===== config.mk =====
export PLATFORM = sky130hd
export DESIGN_NAME = rx_ring_dequeue_control_unit_flat
export DESIGN_NICKNAME = d
export VERILOG_FILES = /design/src/sv/rrdc_pkg.sv /design/src/sv/rrdc_if.sv /design/src/sv/rx_ring_dequeue_control_unit.sv /design/src/flat_wrapper.sv
export VERILOG_INCLUDE_DIRS = /design/src /design/src/sv
export SDC_FILE = /design/constraint.sdc
export NUM_CORES = 1
export LEC_CHECK = 0
export CORE_UTILIZATION = 43
export DETAILED_ROUTE_END_ITERATION = 10
export DONT_BUFFER_PORTS = 1
export PLACE_DENSITY = 0.56
export SYNTH_ARGS = -nofsm -noshare
export SYNTH_HDL_FRONTEND = slang
export SYNTH_SLANG_ARGS = --single-unit
export TNS_END_PERCENT = 30

===== constraint.sdc =====
create_clock -name clk -period 21 [get_ports clk]
set_input_delay 1.05 -clock clk [delete_from_list [all_inputs] [get_ports clk]]
set_output_delay 1.05 -clock clk [all_outputs]
set_load 0.05 [all_outputs]

===== src/sv/assert_macros.svh =====
// Assertion macros shared by the RTL. Define NO_ASSERTIONS to compile them out.
`ifndef ASSERT_MACROS_SVH
`define ASSERT_MACROS_SVH

`ifndef NO_ASSERTIONS

// Same-cycle implication, checked at every rising edge outside reset.
`define ASSERT_IMPLIES(label, clk, rst_n, ante, cons) \
	label: assert property (@(posedge clk) disable iff (!(rst_n)) (ante) |-> (cons)) \
		else $error("assertion failed: implication");

// Next-cycle implication, checked at every rising edge outside reset.
`define ASSERT_NEXT(label, clk, rst_n, ante, cons) \
	label: assert property (@(posedge clk) disable iff (!(rst_n)) (ante) |=> (cons)) \
		else $error("assertion failed: next-cycle implication");

`else

`define ASSERT_IMPLIES(label, clk, rst_n, ante, cons)
`define ASSERT_NEXT(label, clk, rst_n, ante, cons)

`endif

`endif


===== src/sv/rrdc_pkg.sv =====
package rrdc_pkg;

	// Header and frame limits.
	localparam int MAX_FRAME = 1518;
	localparam int HDR_BYTES = 4;
	localparam logic [15:0] MIN_COUNT = 16'd64;
	localparam logic [15:0] MAX_COUNT = 16'(MAX_FRAME + HDR_BYTES);
	localparam logic [7:0] STATUS_OK = 8'h01;
	localparam int PAGE_SHIFT = 8;

	// Register reset values.
	localparam logic        DEVICE_PRESENT_RST = 1'b0;
	localparam logic [7:0]  RING_START_RST     = 8'd70;
	localparam logic [7:0]  RING_STOP_RST      = 8'd128;
	localparam logic [10:0] BUFFER_LIMIT_RST   = 11'd1518;

	// Configuration register indexes (byte address / 4).
	typedef enum logic [1:0] {
		REG_DEVICE_PRESENT = 2'd0,
		REG_RING_START     = 2'd1,
		REG_RING_STOP      = 2'd2,
		REG_BUFFER_LIMIT   = 2'd3
	} reg_idx_t;

	// Outcome codes reported with every result item.
	typedef enum logic [2:0] {
		OUT_NOTHING  = 3'd0,
		OUT_FRAME_OK = 3'd1,
		OUT_OVERFLOW = 3'd2,
		OUT_CORRUPT  = 3'd3,
		OUT_SKIPPED  = 3'd4
	} outcome_t;

endpackage


===== src/sv/rrdc_if.sv =====
// One receive attempt: write page, overflow flag and the header at the next page.
interface rrdc_attempt_if;
	logic        valid;
	logic        ready;
	logic [7:0]  write_page;
	logic        overflow_pending;
	logic [7:0]  hdr_status;
	logic [7:0]  hdr_next_page;
	logic [15:0] hdr_count;

	modport source (
		output valid, write_page, overflow_pending, hdr_status, hdr_next_page, hdr_count,
		input  ready
	);
	modport sink (
		input  valid, write_page, overflow_pending, hdr_status, hdr_next_page, hdr_count,
		output ready
	);
endinterface

// One decision: outcome, read plan for a good frame and the updated state.
interface rrdc_result_if;
	logic        valid;
	logic        ready;
	logic [2:0]  outcome;
	logic [15:0] first_addr;
	logic [10:0] first_len;
	logic [10:0] second_len;
	logic [10:0] frame_len;
	logic [7:0]  new_boundary;
	logic        ring_restart;
	logic [31:0] overflow_total;

	modport source (
		output valid, outcome, first_addr, first_len, second_len, frame_len,
		       new_boundary, ring_restart, overflow_total,
		input  ready
	);
	modport sink (
		input  valid, outcome, first_addr, first_len, second_len, frame_len,
		       new_boundary, ring_restart, overflow_total,
		output ready
	);
endinterface


===== src/sv/rx_ring_dequeue_control_unit.sv =====
// Receive ring dequeue control. Each item on the attempt channel is one receive
// attempt: the page the receiver writes next, an overflow flag and the 4-byte
// header read at the page after the boundary. For each attempt exactly one item
// leaves on the result channel with the outcome, the card address and the two
// read lengths of a good frame (split at the ring end), the new boundary page,
// a ring restart flag and the running overflow count.
// Both channels use valid/ready; the four registers sit behind an APB port at
// byte addresses 0, 4, 8 and 12. The user must see that they are written only
// while the block is idle; the block does not enforce this. An accepted item
// lands in the input stage, the decision is made there against the boundary
// register and is loaded into the result stage together with the state update.
// Throughput is one item per cycle while results are taken; the boundary and
// overflow count change as the item retires; the next item sees them at once.
// If the receiver stalls, the result stage holds and the input stage can still
// take one more item; after that ready drops until the result is taken.
// Reset clears both stages, sets the registers to their defaults and loads the
// boundary with the default ring start and the overflow count with zero.

`include "assert_macros.svh"

module rx_ring_dequeue_control_unit (
	input  logic                clk,
	input  logic                arst_n,
	rrdc_attempt_if.sink        attempt,
	rrdc_result_if.source       result,
	input  logic                psel,
	input  logic                penable,
	input  logic                pwrite,
	input  logic [3:0]          paddr,
	input  logic [31:0]         pwdata,
	output logic [31:0]         prdata,
	output logic                pready
);
	import rrdc_pkg::*;

	// Configuration registers.
	logic        device_present_q;
	logic [7:0]  ring_start_q;
	logic [7:0]  ring_stop_q;
	logic [10:0] buffer_limit_q;

	// Block state.
	logic [7:0]  boundary_q;
	logic [31:0] overflow_count_q;

	// Input stage.
	logic        valid_s1;
	logic [7:0]  write_page_s1;
	logic        overflow_pending_s1;
	logic [7:0]  hdr_status_s1;
	logic [7:0]  hdr_next_page_s1;
	logic [15:0] hdr_count_s1;

	// Result stage.
	logic        valid_s2;
	outcome_t    outcome_s2;
	logic [15:0] first_addr_s2;
	logic [10:0] first_len_s2;
	logic [10:0] second_len_s2;
	logic [10:0] frame_len_s2;
	logic [7:0]  new_boundary_s2;
	logic        ring_restart_s2;
	logic [31:0] overflow_total_s2;

	logic        advance;
	logic        accept;
	logic        cfg_write;
	reg_idx_t    cfg_idx;

	// Decision logic.
	logic [7:0]  next_inc;
	logic [7:0]  next_page;
	logic        ring_empty;
	logic        hdr_corrupt;
	logic [7:0]  adv_boundary;
	logic [10:0] payload_len;
	logic [10:0] clamped_len;
	logic [15:0] data_addr;
	logic [15:0] ring_end;
	logic [15:0] room;
	logic [10:0] len1;
	logic [10:0] len2;

	outcome_t    nx_outcome;
	logic [15:0] nx_addr;
	logic [10:0] nx_len1;
	logic [10:0] nx_len2;
	logic [10:0] nx_flen;
	logic [7:0]  nx_boundary;
	logic        nx_restart;
	logic [31:0] nx_ovf_count;

	// The result stage moves when it is empty or being taken; the input stage
	// takes a new item when it is empty or its contents can move on.
	assign advance         = !valid_s2 || result.ready;
	assign attempt.ready   = !valid_s1 || advance;
	assign accept          = attempt.valid && attempt.ready;

	// APB: no wait states, the write lands in the access cycle.
	assign pready    = 1'b1;
	assign cfg_write = psel && penable && pwrite && pready;
	assign cfg_idx   = reg_idx_t'(paddr[3:2]);

	always_comb begin
		unique case (cfg_idx)
			REG_DEVICE_PRESENT: prdata = {31'd0, device_present_q};
			REG_RING_START:     prdata = {24'd0, ring_start_q};
			REG_RING_STOP:      prdata = {24'd0, ring_stop_q};
			REG_BUFFER_LIMIT:   prdata = {21'd0, buffer_limit_q};
		endcase
	end

	always_ff @(posedge clk or negedge arst_n) begin
		if (!arst_n) begin
			device_present_q <= DEVICE_PRESENT_RST;
			ring_start_q     <= RING_START_RST;
			ring_stop_q      <= RING_STOP_RST;
			buffer_limit_q   <= BUFFER_LIMIT_RST;
		end else if (cfg_write) begin
			unique case (cfg_idx)
				REG_DEVICE_PRESENT: device_present_q <= pwdata[0];
				REG_RING_START:     ring_start_q     <= pwdata[7:0];
				REG_RING_STOP:      ring_stop_q      <= pwdata[7:0];
				REG_BUFFER_LIMIT:   buffer_limit_q   <= pwdata[10:0];
			endcase
		end
	end

	// The page after the boundary, wrapping back to the ring start at the stop page.
	assign next_inc   = boundary_q + 8'd1;
	assign next_page  = (next_inc >= ring_stop_q) ? ring_start_q : next_inc;
	assign ring_empty = (next_page == write_page_s1);

	assign hdr_corrupt = (hdr_next_page_s1 < ring_start_q) ||
	                     (hdr_next_page_s1 >= ring_stop_q) ||
	                     (hdr_count_s1 < MIN_COUNT) ||
	                     (hdr_count_s1 > MAX_COUNT);

	// The boundary trails the link by one page; a link at the ring start wraps
	// the boundary to the last page of the ring.
	assign adv_boundary = (hdr_next_page_s1 == ring_start_q) ?
	                      (ring_stop_q - 8'd1) : (hdr_next_page_s1 - 8'd1);

	// A header that is not corrupt has a count below 2048, so the low 11 bits
	// carry the whole length.
	assign payload_len = hdr_count_s1[10:0] - 11'(HDR_BYTES);
	assign clamped_len = (payload_len > buffer_limit_q) ? buffer_limit_q : payload_len;

	// Split the read at the ring end; a negative room means everything wraps.
	assign data_addr = {next_page, 8'(HDR_BYTES)};
	assign ring_end  = {ring_stop_q, 8'd0};
	assign room      = (ring_end > data_addr) ? (ring_end - data_addr) : 16'd0;
	assign len1      = (room < {5'd0, clamped_len}) ? room[10:0] : clamped_len;
	assign len2      = clamped_len - len1;

	always_comb begin
		nx_outcome   = OUT_NOTHING;
		nx_addr      = 16'd0;
		nx_len1      = 11'd0;
		nx_len2      = 11'd0;
		nx_flen      = 11'd0;
		nx_boundary  = boundary_q;
		nx_restart   = 1'b0;
		nx_ovf_count = overflow_count_q;
		priority if (!device_present_q) begin
			nx_outcome = OUT_NOTHING;
		end else if (overflow_pending_s1) begin
			nx_outcome   = OUT_OVERFLOW;
			nx_ovf_count = overflow_count_q + 32'd1;
			nx_boundary  = ring_start_q;
			nx_restart   = 1'b1;
		end else if (ring_empty) begin
			nx_outcome = OUT_NOTHING;
		end else if (hdr_corrupt) begin
			nx_outcome  = OUT_CORRUPT;
			nx_boundary = ring_start_q;
			nx_restart  = 1'b1;
		end else if ((hdr_status_s1 & STATUS_OK) == 8'd0) begin
			nx_outcome  = OUT_SKIPPED;
			nx_boundary = adv_boundary;
		end else begin
			nx_outcome  = OUT_FRAME_OK;
			nx_addr     = data_addr;
			nx_len1     = len1;
			nx_len2     = len2;
			nx_flen     = clamped_len;
			nx_boundary = adv_boundary;
		end
	end

	// Control and state registers.
	always_ff @(posedge clk or negedge arst_n) begin
		if (!arst_n) begin
			valid_s1         <= 1'b0;
			valid_s2         <= 1'b0;
			boundary_q       <= RING_START_RST;
			overflow_count_q <= 32'd0;
		end else begin
			if (attempt.ready) begin
				valid_s1 <= attempt.valid;
			end
			if (advance) begin
				valid_s2 <= valid_s1;
				if (valid_s1) begin
					boundary_q       <= nx_boundary;
					overflow_count_q <= nx_ovf_count;
				end
			end
		end
	end

	// Payload registers.
	always_ff @(posedge clk) begin
		if (accept) begin
			write_page_s1       <= attempt.write_page;
			overflow_pending_s1 <= attempt.overflow_pending;
			hdr_status_s1       <= attempt.hdr_status;
			hdr_next_page_s1    <= attempt.hdr_next_page;
			hdr_count_s1        <= attempt.hdr_count;
		end
		if (advance && valid_s1) begin
			outcome_s2        <= nx_outcome;
			first_addr_s2     <= nx_addr;
			first_len_s2      <= nx_len1;
			second_len_s2     <= nx_len2;
			frame_len_s2      <= nx_flen;
			new_boundary_s2   <= nx_boundary;
			ring_restart_s2   <= nx_restart;
			overflow_total_s2 <= nx_ovf_count;
		end
	end

	assign result.valid          = valid_s2;
	assign result.outcome        = outcome_s2;
	assign result.first_addr     = first_addr_s2;
	assign result.first_len      = first_len_s2;
	assign result.second_len     = second_len_s2;
	assign result.frame_len      = frame_len_s2;
	assign result.new_boundary   = new_boundary_s2;
	assign result.ring_restart   = ring_restart_s2;
	assign result.overflow_total = overflow_total_s2;

	// The two reads of a good frame always add up to the delivered length.
	`ASSERT_IMPLIES(a_split_sums, clk, arst_n,
		valid_s2 && (outcome_s2 == OUT_FRAME_OK),
		(first_len_s2 + second_len_s2) == frame_len_s2)

	// A restart is requested exactly on overflow and corrupt-ring outcomes.
	`ASSERT_IMPLIES(a_restart_outcome, clk, arst_n,
		valid_s2,
		ring_restart_s2 == ((outcome_s2 == OUT_OVERFLOW) || (outcome_s2 == OUT_CORRUPT)))

	// The overflow count only moves when an overflow result is being loaded.
	`ASSERT_NEXT(a_ovf_count_moves, clk, arst_n,
		!(advance && valid_s1 && device_present_q && overflow_pending_s1),
		$stable(overflow_count_q))

	// The reported boundary is the state left behind by that item.
	`ASSERT_NEXT(a_boundary_tracks, clk, arst_n,
		advance && valid_s1,
		new_boundary_s2 == boundary_q)

	// With the result stage empty the block never refuses an attempt.
	`ASSERT_IMPLIES(a_ready_when_empty, clk, arst_n,
		!valid_s2,
		attempt.ready)

endmodule


===== src/flat_wrapper.sv =====
// flat-port wrapper written by rule: the top's interface ports become plain ports
module rx_ring_dequeue_control_unit_flat import rrdc_pkg::*;
  (clk, arst_n, psel, penable, pwrite, paddr, pwdata, prdata, pready, attempt_valid, attempt_write_page, attempt_overflow_pending, attempt_hdr_status, attempt_hdr_next_page, attempt_hdr_count, attempt_ready, result_valid, result_outcome, result_first_addr, result_first_len, result_second_len, result_frame_len, result_new_boundary, result_ring_restart, result_overflow_total, result_ready);
  rrdc_attempt_if attempt_i ();
  rrdc_result_if result_i ();
  input  logic clk;
  input  logic arst_n;
  input  logic psel;
  input  logic penable;
  input  logic pwrite;
  input  logic [3:0] paddr;
  input  logic [31:0] pwdata;
  output logic [31:0] prdata;
  output logic pready;
  input wire logic [$bits(attempt_i.valid)-1:0] attempt_valid;
  input wire logic [$bits(attempt_i.write_page)-1:0] attempt_write_page;
  input wire logic [$bits(attempt_i.overflow_pending)-1:0] attempt_overflow_pending;
  input wire logic [$bits(attempt_i.hdr_status)-1:0] attempt_hdr_status;
  input wire logic [$bits(attempt_i.hdr_next_page)-1:0] attempt_hdr_next_page;
  input wire logic [$bits(attempt_i.hdr_count)-1:0] attempt_hdr_count;
  output wire logic [$bits(attempt_i.ready)-1:0] attempt_ready;
  output wire logic [$bits(result_i.valid)-1:0] result_valid;
  output wire logic [$bits(result_i.outcome)-1:0] result_outcome;
  output wire logic [$bits(result_i.first_addr)-1:0] result_first_addr;
  output wire logic [$bits(result_i.first_len)-1:0] result_first_len;
  output wire logic [$bits(result_i.second_len)-1:0] result_second_len;
  output wire logic [$bits(result_i.frame_len)-1:0] result_frame_len;
  output wire logic [$bits(result_i.new_boundary)-1:0] result_new_boundary;
  output wire logic [$bits(result_i.ring_restart)-1:0] result_ring_restart;
  output wire logic [$bits(result_i.overflow_total)-1:0] result_overflow_total;
  input wire logic [$bits(result_i.ready)-1:0] result_ready;
  assign attempt_i.valid = attempt_valid;
  assign attempt_i.write_page = attempt_write_page;
  assign attempt_i.overflow_pending = attempt_overflow_pending;
  assign attempt_i.hdr_status = attempt_hdr_status;
  assign attempt_i.hdr_next_page = attempt_hdr_next_page;
  assign attempt_i.hdr_count = attempt_hdr_count;
  assign attempt_ready = attempt_i.ready;
  assign result_valid = result_i.valid;
  assign result_outcome = result_i.outcome;
  assign result_first_addr = result_i.first_addr;
  assign result_first_len = result_i.first_len;
  assign result_second_len = result_i.second_len;
  assign result_frame_len = result_i.frame_len;
  assign result_new_boundary = result_i.new_boundary;
  assign result_ring_restart = result_i.ring_restart;
  assign result_overflow_total = result_i.overflow_total;
  assign result_i.ready = result_ready;
  rx_ring_dequeue_control_unit u_core (.clk(clk), .arst_n(arst_n), .attempt(attempt_i), .result(result_i), .psel(psel), .penable(penable), .pwrite(pwrite), .paddr(paddr), .pwdata(pwdata), .prdata(prdata), .pready(pready));
endmodule

Word level (Yosys, flattened, before mapping)
Index checks and enable logic that the tools add are counted.
W data, S select, Z words.
- register bits after elaboration: 197
- bits in latches: 0
- bits in writable memories: 0
- bits in read-only memories: 0
- bits of input ports: 84
- output and inout port bits: 128
- word-level logic and storage cells: 86
- memories kept: 0
- add/sub/neg operators: 7
- $mul: 0
- div/mod/pow operators: 0
- magnitude comparators: 8
- eq/ne operators: 5
- shift operators: 0
- multiplexer cells: 20
- bitwise gates (word level): 1
- reductions and logical operators: 21
- operators by type and width (operator ; count):
    $pmux W32 S4 ; 1
    $mux W32 ; 2
    $mux W8 ; 6
    $add A32 B1 Y32 const B ; 1
    $mux W11 ; 2
    $eq A8 B8 Y1 ; 2
    $ge A8 B8 Y1 ; 2
    $gt A16 B11 Y1 const B ; 1
    $gt A16 B16 Y1 ; 1
    $lt A16 B11 Y1 ; 1
    $lt A16 B7 Y1 const B ; 1
    $mux W16 ; 1
    $sub A16 B16 Y16 ; 1
    $sub A8 B1 Y8 const B ; 2
    $gt A11 B11 Y1 ; 1
    $sub A11 B11 Y11 ; 1
    $sub A11 B3 Y11 const B ; 1
    $reduce_and A2 Y1 ; 5
    $add A8 B1 Y8 const B ; 1
    $logic_not A8 Y1 ; 1
    $lt A8 B8 Y1 ; 1
    $mux W2 ; 3
    $mux W3 ; 2
    $logic_or A1 B1 Y1 ; 5
    10 further kinds ; 17

Logic depth before layout (Yosys ltp)
Gate-level depths: netlist (run 1).
- depth after elaboration: 8
- gate-level depth with buffers: 40
- depth with buffers taken out: 38

Worst setup path before layout (run 1)
No wires, ideal clock.
- path kind: register to register
- start: reg u_core.boundary_q[1]
- end: reg u_core.second_len_s2[10], in the netlist u_core.result.second_len[10] (data pin)
- setup time: 0.146 ns
- data arrival time: 7.502 ns
- data required time: 20.854 ns
- slack: 13.352 ns
- stages on the path, launching flop included: 40
- path buffers: 2
- clock period less this slack: 7.648 ns
- cells stage by stage: dfstp_2 -> ha_1 -> nand3_1 -> nor3_1 -> xnor2_1 -> ha_1 -> o21a_1 -> o21a_2 -> a221o_2 -> a31oi_4 -> buf_6 -> mux2i_1 -> ha_1 -> inv_1 -> fa_1 -> nand2b_1 -> a21oi_1 -> o221a_2 -> [4 not listed] -> a21o_1 -> a21oi_1 -> nand2_1 -> o31ai_1 -> and2_1 -> buf_2 -> nand2_1 -> o21ai_0 -> ha_1 -> o21ai_0 -> nand2b_1 -> a31o_2 -> a21oi_1 -> nor2b_1 -> nor3_1 -> nor2_1 -> a22o_1 -> a21oi_1
- cells in the longest elaborated chain, start to end: 8
- elaborated cells between the ends (all ways): 11
- classes of those cells: 3 x add/sub; 3 x order compare; 1 x eq/ne; 3 x mux; 1 x reduce/logical
- ends and longest elaborated chain (what ; line ; source):
    start: declaration ; rx_ring_dequeue_control_unit.sv:43 ; logic [7:0] boundary_q;
    start signal: assignment ; rx_ring_dequeue_control_unit.sv:205 ; boundary_q <= nx_boundary;
    $add A8 B1 Y8 (*) ; rx_ring_dequeue_control_unit.sv:130 ; assign next_inc = boundary_q + 8'd1;
    $ge A8 B8 Y1 ; rx_ring_dequeue_control_unit.sv:131 ; assign next_page = (next_inc >= ring_stop_q) ? ring_start_q : next_inc;
    $mux W8 (*) ; rx_ring_dequeue_control_unit.sv:131 ;
    $sub A16 B16 Y16 / $gt A16 B16 Y1 (equally long branches) ; rx_ring_dequeue_control_unit.sv:152 ; assign room = (ring_end > data_addr) ? (ring_end - data_addr) : 16'd0;
    $mux W16 ; rx_ring_dequeue_control_unit.sv:152 ;
    $lt A16 B11 Y1 ; rx_ring_dequeue_control_unit.sv:153 ; assign len1 = (room < {5'd0, clamped_len}) ? room[10:0] : clamped_len;
    $mux W11 ; rx_ring_dequeue_control_unit.sv:153 ;
    $sub A11 B11 Y11 ; rx_ring_dequeue_control_unit.sv:154 ; assign len2 = clamped_len - len1;
    end signal: assignment ; rx_ring_dequeue_control_unit.sv:225 ; second_len_s2 <= nx_len2;
    end: declaration ; rx_ring_dequeue_control_unit.sv:59 ; logic [10:0] second_len_s2;
Every way passes the cells marked *; elsewhere a longest branch is shown, timed or not.
A chain may end at the register's enable or synchronous reset.

Final worst setup path (run 1)
Ends and elaborated chain as after synthesis.

==> results of run 1 <==
-- layer usage --
metal  global-route usage (%)  routed length, µm
met5                        0                  0
met4                     5.79                393
met3                     3.54               1380
met2                     30.7              11300
met1                     28.8              12200
-- final cells by class --
type	count	area [µm²]
multi-input cells	724	5030
well taps	324	405
flip-flops and latches	189	5340
repair buffers	6	45.0
inverters	58	220
clock inverters	15	189
fillers	2282	12900
clock buffers	17	425
-- flip-flops by register name, summed over array words and instances (netlist names), 8 cells and up --
register,cells
u_core.overflow_count_q,32
u_core.result.overflow_total,32
u_core.hdr_count_s1,16
u_core.buffer_limit_q,11
u_core.result.first_len,11
u_core.result.frame_len,11
u_core.result.second_len,11
u_core.result.first_addr,9
u_core.boundary_q,8
u_core.hdr_next_page_s1,8
u_core.result.new_boundary,8
u_core.ring_start_q,8
u_core.ring_stop_q,8
u_core.write_page_s1,8
-- cell families after synthesis --
family | synth area share [%]
flops | 49.2
buf+inv | 5.57
compound gates | 12.0
mux | 3.49
other cells | 0.0691
xor+xnor | 7.89
fa+ha+maj | 7.78
simple gates | 14.0
-- where the power goes --
| group | total, mW | internal (mW) | leakage, nW | switching, mW |
|---|---|---|---|---|
| Combinational | 0.814 | 0.322 | 2.45 | 0.492 |
| Sequential | 0.565 | 0.455 | 2.05 | 0.110 |
| Clock | 0.333 | 0.164 | 0.299 | 0.169 |
-- cells in the final DEF (no fill, tap or decap), types with 5 or more instances in the layout --
cell,count
dfrtp_1,55
dfstp_2,15
xor2_1,43
buf_4,6
edfxtp_1,119
or3_1,5
nor4_1,13
a21o_1,10
nand2b_1,9
nor3_1,21
nor2b_1,10
conb_1,30
a221o_1,10
o21a_1,7
nand3_1,28
nand4_1,9
a22o_1,8
o21ai_0,45
and3_1,12
inv_8,5
and2_1,8
xnor2_1,53
clkbuf_16,17
a211oi_1,8
a21oi_1,35
nor2_1,103
ha_1,66
mux2i_1,21
o221ai_1,5
o41ai_2,8
nand2_1,83
mux2_2,13
a41oi_1,5
inv_1,54
-- worst paths after layout --
kind | endpoint | slack (ps) | cells past startpoint
max in group asynchronous | u_core.buffer_limit_q[3] | 20470 | 0
worst max-delay path | u_core.result.second_len[10] | 11710 | 37
min in group clk | u_core.overflow_count_q[31] | 490 | 1
worst min register to register | u_core.overflow_count_q[31] | 490 | 1
worst min-delay path | u_core.overflow_count_q[26] | 290 | 0
worst max register to register | u_core.result.second_len[10] | 11710 | 37
-- worst register-to-register path, delay by kind of cell, from the launching register on --
family / cells / cell delay, ps
simple gates: 11 / 1880
xor+xnor: 1 / 280
compound gates: 16 / 3820
buf+inv: 2 / 310
fa+ha+maj: 6 / 1800
mux: 1 / 470
flops: 1 / 590
==> results.py, run 1 <==
metrics = {
    "drt": {
        "via_count": 7334,
        "drt_iter0_drc": 645,
        "drt_pre_antenna_iters": 5,
        "vias_per_cell": 5.50,
        "drtAntennaViolNets": 0,
        "finalWirelength_um": 25200,
        "drc": 0,
        "avgRoutedWirePerCell_um": 18.9,
    },
    "synthesis": {
        "syn-cell-area_mm2": 0.0109,
        "ys.flop_type": "edfxtp_1",
        "seq_area_frac_synth_pct": 49.2,
        "synth.most_common_cell": "edfxtp_1",
        "synth-edff-count": 119,
        "yosys_warnings": 0,
        "async_flop_share_pct": 37.0,
        "yosysTopAreaCell": "edfxtp_1",
        "yosysTopAreaCellShare_pct": 32.9,
        "syn_avg_cell_area_um2": 10.8,
        "synthCells": 1003,
        "yosys_register_bits": 189,
        "synth.area.top_cells": "edfxtp_1, dfrtp_1, ha_1",
        "yosysUniqueCellTypes": 77,
        "synth_common_cells": "edfxtp_1, nor2_1, nand2_1, ha_1, dfrtp_1",
    },
    "floorplan": {
        "pin_count": 212,
        "fp-row-count": 57,
        "fp.dieW_um": 161,
        "start_util_pct": 44.3,
        "fp.dieArea_mm2": 0.0259,
        "die_y_um": 161,
        "coreArea_mm2": 0.0245,
    },
    "place": {
        "place_inst": 1301,
        "place_area_mm2": 0.0110,
        "hpwl_um": 18600,
        "gp_congestion": 0.889,
        "place_ws_ps": 11740,
        "io_buffer_count": 0,
    },
    "timing": {
        "fin_ws_ps": 11710,
        "clock-skew-final_ps": 13.2,
        "fin_crit_ps": 9290,
        "rsz0062_at_grt": "no",
        "slew-limit-headroom_pct": 32.8,
        "min_period_over_period_pct": 44.2,
        "worst_pin_slew_ps": 998,
        "tns_ps": 0,
        "final_max_slew_viol_count": 0,
        "finalSetupViolations": 0,
        "hold_viol_final": 0,
        "clock.fmax_mhz": 108,
        "holdWs_ps": 292,
    },
    "cts": {
        "cts-root-buf": "clkbuf_16",
        "clk_pin_slew_ps": 80,
        "cts_hold_buf": 0,
        "clock_sinks": 189,
        "numCtsBuffers": 17,
        "post_cts_resize_count": 0,
        "cts.path.max_buffers": 2,
        "post_cts.repair.setup_buffers": 0,
        "tritoncts": "built",
        "htree_levels": 4,
        "clock_latency_ps": 440,
    },
    "setup_path": {
        "cp_top_family": "compound AO/OA/AOI/OAI gates",
        "timing.rr.start": "u_core.boundary_q[1]",
        "path_max_fanout": 19,
        "cp_common_cell": "ha_1",
        "end_kind": "register",
        "slowest_stage": "and2_1",
        "crit_buf_inv": 2,
        "cp.required_ps": 21290,
        "worst_ep_arrival_time_ps": 9570,
        "critPathLaunch": "u_core.boundary_q[1]",
        "critPathKind": "register to register",
        "cp-start-kind": "register",
        "max_stage_delay_ps": 630,
    },
    "global_routing": {
        "overflow": 0,
        "antenna_found_initial": 0,
        "grt_max_degree": 71,
        "grt_first_pass_wirelength_um": 39800,
        "grt_pass1_vias": 6951,
        "track_usage_pct": 20.0,
    },
    "cells_and_area": {
        "syn_to_final_growth_pct": 7.29,
        "nNetsFinal": 1147,
        "instances_no_fill": 1333,
        "fin_util_pct": 47.5,
        "num_antenna_cells": 0,
        "design_area_mm2": 0.0117,
        "layout-drive-gt1-share_pct": 9.61,
    },
    "power_and_ir_drop": {
        "ir_drop_mv": 0.0644,
        "power_density_mw_per_mm2": 147,
        "p_leak_nw": 4.80,
        "finalPower_mw": 1.71,
    },
    "job": {
        "cap_viol_max_count": 0,
    },
    "status": {
        "status": "completed",
    },
    "hold_path": {
        "hold_path.class": "input pin to async pin",
    },
}
No activity file was read; power rests on OpenSTA's default activity.
==> inputs of run 2 (changes only) <==
==> constraint.sdc (replaced) <==
create_clock -name clk -period 9.1 [get_ports clk]
set_input_delay 0.455 -clock clk [delete_from_list [all_inputs] [get_ports clk]]
set_output_delay 0.455 -clock clk [all_outputs]
set_load 0.05 [all_outputs]
==> results.py, run 2 (synthesized netlist as in run 1, its figures left out) <==
metrics = {
    "drt": {
        "vias_per_cell": 5.50,
        "drtAntennaViolNets": 0,
        "via_count": 7392,
        "finalWirelength_um": 25200,
        "avgRoutedWirePerCell_um": 18.8,
        "drt_pre_antenna_iters": 5,
        "drc": 0,
        "drt_iter0_drc": 571,
    },
    "global_routing": {
        "track_usage_pct": 19.8,
        "grt_first_pass_wirelength_um": 39300,
        "antenna_found_initial": 0,
        "grt_pass1_vias": 7019,
        "overflow": 0,
        "grt_max_degree": 71,
    },
    "power_and_ir_drop": {
        "ir_drop_mv": 0.177,
        "p_switching_mw": 1.79,
        "p_sw_share_pct": 44.6,
        "clock_power_share_pct": 19.1,
        "p_comb_share_pct": 48.6,
        "internal_power_mw": 2.23,
        "p_leak_nw": 4.85,
        "finalPower_mw": 4.02,
        "power_density_mw_per_mm2": 341,
        "pwr-share-seq_pct": 32.3,
    },
    "cells_and_area": {
        "ff_latch_area_mm2": 0.00534,
        "multiInputGateArea_mm2": 0.00505,
        "syn_to_final_growth_pct": 8.37,
        "num_antenna_cells": 0,
        "final_common_cell": "edfxtp_1",
        "n_fill_cell": 2285,
        "fin_util_pct": 48.0,
        "nNetsFinal": 1157,
        "layout-drive-gt1-share_pct": 10.9,
        "final_cell_mix": "edfxtp_1, nor2_1, nand2_1",
    },
    "cts": {
        "clk_pin_slew_ps": 80,
        "clock_sinks": 189,
        "numCtsBuffers": 17,
        "tritoncts": "built",
        "htree_levels": 4,
        "cts.path.max_buffers": 2,
        "clock_latency_ps": 430,
        "cts-root-buf": "clkbuf_16",
    },
    "floorplan": {
        "die_y_um": 161,
        "coreArea_mm2": 0.0245,
        "fp-row-count": 57,
        "fp.dieW_um": 161,
        "start_util_pct": 44.3,
        "fp.dieArea_mm2": 0.0259,
        "pin_count": 212,
    },
    "setup_path": {
        "worst_ep_arrival_time_ps": 8710,
        "end_kind": "register",
        "cp_common_cell": "ha_1",
        "cp-start-kind": "register",
        "max_stage_delay_ps": 590,
        "path_max_fanout": 9,
        "slowest_stage": "dfstp_2",
        "critPathKind": "register to register",
        "cp.required_ps": 9380,
    },
    "timing": {
        "hold_viol_final": 0,
        "min_period_over_period_pct": 92.7,
        "rsz0062_at_grt": "no",
        "final_max_slew_viol_count": 0,
        "worst_pin_slew_ps": 958,
        "slew-limit-headroom_pct": 35.6,
        "tns_ps": 0,
        "clock-skew-final_ps": 13.5,
        "clock.fmax_mhz": 119,
        "finalSetupViolations": 0,
        "fin_crit_ps": 8430,
    },
    "hold_path": {
        "hold_path.class": "input pin to register",
    },
    "place": {
        "io_buffer_count": 0,
        "gp_congestion": 0.893,
        "hpwl_um": 18600,
    },
    "job": {
        "cap_viol_max_count": 0,
    },
    "status": {
        "status": "completed",
    },
}
==> run 2: routing by layer <==
layer | vias to the layer above | wire length [µm] | track usage, %
met5 | - | 0 | 0
met4 | 0 | 497 | 6.30
met3 | 30 | 1400 | 4.31
met2 | 223 | 11200 | 29.6
met1 | 3576 | 12100 | 28.6
li1 | 3563 | - | -
==> run 2: power by group through the flow <==
stage | Sequential, mW | Combinational, mW | Clock (mW)
floorplan | 1.26 | 1.55 | 0
global placement | 1.32 | 1.88 | 0
detailed placement | 1.32 | 1.89 | 0
CTS | 1.30 | 1.91 | 0.790
global route | 1.31 | 2.20 | 0.817
finish | 1.30 | 1.96 | 0.767
==> run 2: worst paths after layout <==
check	startpoint	endpoint	slack [ps]	cells after the start
setup / recovery	u_core.boundary_q[1]	u_core.result.second_len[10]	670	38
hold / removal	attempt_write_page[3]	u_core.write_page_s1[3]	110	0
setup reg to reg	u_core.boundary_q[1]	u_core.result.second_len[10]	670	38
hold reg to reg	u_core.overflow_count_q[31]	u_core.overflow_count_q[31]	500	1
max in group asynchronous	arst_n	u_core.buffer_limit_q[5]	8170	2
min in group asynchronous	arst_n	u_core.overflow_count_q[25]	560	2
==> run 2: cell type report <==
| class | count | area share [%] |
|---|---|---|
| Multi-Input combinational cell | 724 | 42.9 |
| Clock buffer | 17 | 3.61 |
| Tap cell | 324 | 3.44 |
| Clock inverter | 15 | 1.60 |
| Inverter | 58 | 1.87 |
| Timing Repair Buffer | 16 | 1.21 |
| Sequential cell | 189 | 45.4 |
==> run 2: repair_timing <==
item                       CTS  global route
hold buffers                 2             0
setup endpoints to repair    0             3
hold endpoints to repair    70             0
buffers inserted             0             3
gates resized for setup      0             6
==> run 2: stage by stage <==
stage / hold WS [ps] / cell area (µm²) / setup WS [ps] / std cells
after global routing: 87.1 / 11800 / 6.44 / 1343
after CTS: 90.8 / 11700 / 319 / 1340
after detailed placement: 162 / 11100 / 359 / 1306
after floorplan: 159 / 11000 / 1450 / 1031
final: 112 / 11800 / 665 / 1343
after global placement: 162 / 11100 / 551 / 1306
==> run 2: critical path: cells and delay by family (launching register included) <==
kind | cells | cell delay [ps]
AO/OA/AOI/OAI | 15 | 3280
XOR/XNOR | 1 | 290
adder cells (fa/ha/maj) | 6 | 1670
buffers and inverters | 3 | 300
flip-flops | 1 | 590
multiplexers | 1 | 330
AND/OR/NAND/NOR | 12 | 1800
